File: config.mk
export PLATFORM = sky130hd
export DESIGN_NAME = stsp_front_flat
export DESIGN_NICKNAME = d
export VERILOG_FILES = /design/src/hdl/stsp_pkg.sv /design/src/hdl/stsp_if.sv /design/src/hdl/stsp_front.sv /design/src/flat_wrapper.sv
export SDC_FILE = /design/constraint.sdc
export NUM_CORES = 1
export LEC_CHECK = 0
export BUFFER_PORTS_ARGS = -buffer_cell sky130_fd_sc_hd__buf_2
export CAP_MARGIN = 5
export CORE_MARGIN = 2
export CORE_UTILIZATION = 50
export CTS_CLUSTER_SIZE = 20
export DETAILED_ROUTE_END_ITERATION = 16
export PLACE_DENSITY = 0.77
export SKIP_CTS_REPAIR_TIMING = 1
export SLEW_MARGIN = 20
export SYNTH_ARGS = -nofsm -noshare
export SYNTH_HDL_FRONTEND = slang
export SYNTH_SLANG_ARGS = --single-unit
File: constraint.sdc
create_clock -name clk_i -period 3.5 [get_ports clk_i]
set_clock_uncertainty 0.15 [all_clocks]
set_input_delay 0.175 -clock clk_i [delete_from_list [all_inputs] [get_ports clk_i]]
set_output_delay 0.175 -clock clk_i [all_outputs]
set_load 0.05 [all_outputs]
File: src/hdl/stsp_pkg.sv
`default_nettype none
package stsp_pkg;
  localparam int unsigned NodeW = 4;
  localparam int unsigned SlotW = 7;
  localparam int unsigned CommW = 3;
  localparam int unsigned CostW = 16;
  localparam int unsigned DistW = 20;
  localparam logic [DistW-1:0] DistMax = 20'hFFFFF;

  typedef enum logic {
    OP_LOAD = 1'b0,
    OP_RUN  = 1'b1
  } op_e;

  localparam logic CfgNodeCount = 1'b0;
  localparam logic CfgEdgeCount = 1'b1;

  typedef struct packed {
    logic             op;
    logic [SlotW-1:0] edge_slot;
    logic [NodeW-1:0] from_node;
    logic [NodeW-1:0] to_node;
    logic [CommW-1:0] commodity;
    logic [CostW-1:0] edge_cost;
    logic [NodeW-1:0] target_node;
  } in_t;

  typedef struct packed {
    logic [NodeW-1:0] node;
    logic [DistW-1:0] distance;
    logic             reachable;
    logic             last;
  } out_t;
endpackage
`default_nettype wire

File: src/hdl/stsp_if.sv
`default_nettype none
interface stsp_in_if;
  logic           valid;
  logic           ready;
  stsp_pkg::in_t  data;
  modport source (output valid, output data, input ready);
  modport sink   (input valid, input data, output ready);
endinterface

`default_nettype wire

File: src/hdl/stsp_front.sv
`default_nettype none
// Accepts requests into a two-entry queue.
module stsp_front (
  input  wire logic          clk_i,
  input  wire logic          rst_ni,
  stsp_in_if.sink            in_if,
  output logic               q_valid_o,
  output stsp_pkg::in_t      q_data_o,
  input  wire logic          q_pop_i
);
  stsp_pkg::in_t q_mem_q [2];
  logic [1:0] cnt_q, cnt_d;
  logic       rd_q, wr_q;
  logic       push;

  assign in_if.ready = (cnt_q != 2'd2);
  assign push        = in_if.valid && in_if.ready;
  assign q_valid_o   = (cnt_q != 2'd0);
  assign q_data_o    = q_mem_q[rd_q];

  always_comb begin
    cnt_d = cnt_q;
    if (push && !q_pop_i) cnt_d = cnt_q + 2'd1;
    else if (!push && q_pop_i) cnt_d = cnt_q - 2'd1;
  end

  always_ff @(posedge clk_i) begin
    if (push) q_mem_q[wr_q] <= in_if.data;
  end

  always_ff @(posedge clk_i or negedge rst_ni) begin
    if (!rst_ni) begin
      cnt_q <= '0;
      rd_q  <= 1'b0;
      wr_q  <= 1'b0;
    end else begin
      cnt_q <= cnt_d;
      if (push) wr_q <= ~wr_q;
      if (q_pop_i) rd_q <= ~rd_q;
    end
  end
endmodule
`default_nettype wire

File: src/flat_wrapper.sv
// flat-port wrapper written by rule: the top's interface ports become plain ports
module stsp_front_flat 
  (clk_i, rst_ni, q_valid_o, q_data_o, q_pop_i, in_if_valid, in_if_data, in_if_ready);
  stsp_in_if in_if_i ();
  input  wire logic clk_i;
  input  wire logic rst_ni;
  output logic q_valid_o;
  output stsp_pkg::in_t q_data_o;
  input  wire logic q_pop_i;
  input wire logic [$bits(in_if_i.valid)-1:0] in_if_valid;
  input wire logic [$bits(in_if_i.data)-1:0] in_if_data;
  output wire logic [$bits(in_if_i.ready)-1:0] in_if_ready;
  assign in_if_i.valid = in_if_valid;
  assign in_if_i.data = in_if_data;
  assign in_if_ready = in_if_i.ready;
  stsp_front u_core (.clk_i(clk_i), .rst_ni(rst_ni), .in_if(in_if_i), .q_valid_o(q_valid_o), .q_data_o(q_data_o), .q_pop_i(q_pop_i));
endmodule
==> metrics.yaml <==
global_route:
  grt_pass1_vias: 1618
  overflow: 0
  gr-usage-met3: 0.0571
  grt.total_usage: 0.155
  busiest_layer: "met2"
  met1_usage: 0.176
  grt_pass1_wl_um: 7340
  antenna_found_initial: 0
  grt_max_degree: 41
  gr-usage-met2: 0.260
critical_path:
  r2r_slack_ns: 1.52
  reg2reg_from: "u_core.cnt_q[0]"
  worstSetupPathType: "flop to output pin"
  worst_setup_path_start_kind: "flop"
  worstPathArrival_ns: 1.95
  cp.required_ns: 3.17
  r2r-end: "u_core.q_mem_q[0][13]"
  cp_max_fo: 40
  r2r.worst_path.cells: 4
  crit_path_end_kind: "output pin"
routing:
  routed_via_density: 4.85
  routed_wl_um: 5550
  dr.pass1.iters: 4
  ant_nets: 0
  vias: 1693
  route.detailed.drc: 0
  wl_per_cell_um: 15.9
  first_iter_violations: 61
cts:
  cts_sinks: 82
  clockBufferDepth: 2
  cts-buffers-inserted: 9
  cts_max_level: 3
  cts_tree: "built"
  clkLatencyLatePin_ns: 0.33
  cts.clk_slew.worst_paths_ns: 0.07
  root_buffer: "clkbuf_8"
layout:
  antenna_cells: 0
  mostFrequentLayoutCells: "buf_2 (83), edfxtp_1 (78), dlygate4sd3_1 (41), mux2_2 (39), clkbuf_8 (9)"
  final_common_cell: "buf_2"
  fin_util: 0.694
  syn_to_final_growth_pct: 35.2
  fin_nets: 315
  drive_gt1_frac: 0.507
synthesis:
  synth_top_area_cell: "edfxtp_1"
  yosysWarningCount: 0
  synth_top_family_by_area: "multiplexers"
  synthTopCellsByArea: "edfxtp_1 (78%), mux2_2 (15%), dfrtp_1 (3.3%)"
  synth-simple-area-share: 0.00994
  synth.avg_cell_area_um2: 21.7
  synth_compound_area_frac: 0
  synth-xor-area-share: 0.0145
  ys_seq_area_frac: 0.809
  synth_top_area_share: 0.775
  synth-seq-cells: 82
  ys_types: 13
  netlist_area_mm2: 0.00302
  synth_fa_ha_area_frac: 0.00414
  synth_mux_area_frac: 0.145
  syn_nets: 183
  syn_inst: 139
pwr:
  seqPwrFrac: 0.414
  swShare: 0.418
  p_leak_nw: 1.57
  p_int_w: 0.00210
  p_clk_frac: 0.169
  ir_drop_mv: 0.707
  combPwrFrac: 0.417
  power_density_mw_per_mm2: 885
  p_total_w: 0.00361
  power_switching_w: 0.00151
die:
  rows: 28
  die_h_um: 81.7
  die_area_mm2: 0.00668
  core_mm2: 0.00589
  pin_count: 84
  start_util: 0.513
  chipWidth_um: 81.7
timing:
  drv_slew: 0
  worst_slew_pin_slew_ns: 0.927
  timing.fmax_mhz: 440
  rsz0062_at_grt: "no"
  holdWs_ns: 0.0528
  min_period_over_period: 0.649
  finalHoldViolations: 0
  setup_viol: 0
  fin_crit_ns: 2.27
  slew_headroom: 0.382
  fin_tns_setup_ns: 0
hold_path:
  hold_class: "input port to asynchronous set/reset pin"
placement:
  place.gp.congestion: 0.757
  port_buffers: 83
  dpl.hpwl_um: 3190
run_status:
  status: "finished clean"
flow_run:
  maxCapViolations: 0
## worst max-delay path by stage
stage | start | to | slack (ns) | depth (start not counted)
4_1_cts | u_core.rd_q | q_data_o[35] | 1.16 | 2
6_report | u_core.rd_q | q_data_o[35] | 1.23 | 2
5_1_grt | u_core.rd_q | q_data_o[35] | 1.12 | 2
3_3_place_gp | u_core.cnt_q[0] | u_core.q_mem_q[0][5] | 1.54 | 4
3_5_place_dp | u_core.cnt_q[0] | u_core.q_mem_q[0][9] | 1.51 | 4
2_1_floorplan | u_core.cnt_q[0] | u_core.q_mem_q[0][0] | 0.20 | 3
## Yosys cell counts
library cell	number
nand2_1	1
inv_1	2
and3_1	1
xor2_1	3
nor2_1	2
buf_6	4
edfxtp_1	78
mux2_2	39
or2_2	1
xnor2_1	2
dfrtp_1	4
ha_1	1
nand2b_1	1
## worst max-delay path: stages (launching register included)
cell and delay (ns):
dfrtp_2 0.96, mux2_2 0.43, buf_2 0.21
## routing by layer
metal | vias up | wire length, um
met3 | 2 | 362
met2 | 63 | 3000
met4 | 0 | 14
li1 | 802 | -
met5 | - | 0
met1 | 826 | 2170
## state kept, by name (all words and copies together), names as in the netlist
name	cells
u_core.cnt_q	2
u_core.q_mem_q	78
u_core.rd_q	1
u_core.wr_q	1
## cell type report
class / count / area (um2)
Clock buffer: 9 / 124
Clock inverter: 5 / 47.5
Inverter: 2 / 7.51
Sequential cell: 82 / 2440
Tap cell: 75 / 93.8
Timing Repair Buffer: 125 / 833
Fill cell: 405 / 1800
Multi-Input combinational cell: 51 / 534
## power groups by stage
stage               sequential (W)  combinational (W)  clock (W)
floorplan                  0.00142            0.00128          0
global placement           0.00151            0.00147          0
detailed placement         0.00152            0.00147          0
CTS                        0.00150            0.00148   0.000621
global route               0.00152            0.00158   0.000665
finish                     0.00150            0.00151   0.000609
## through the flow
stage	setup slack [ns]	cells	area (um2)
final	1.23	349	4080
after global placement	1.54	294	3500
after floorplan	0.200	139	3020
after detailed placement	1.51	294	3500
after CTS	1.16	308	3670
after global routing	1.12	349	4080
## logic make-up (layout without fill, tap and decap cells)
logic type,count (synthesis),in the layout
and+or+nand+nor,6,6
muxes,39,39
adders and majority gates,1,1
DFF,82,82
buffers and inverters,6,141
xor gates and xnor gates,5,5
Power figures use the tool's default switching activity.
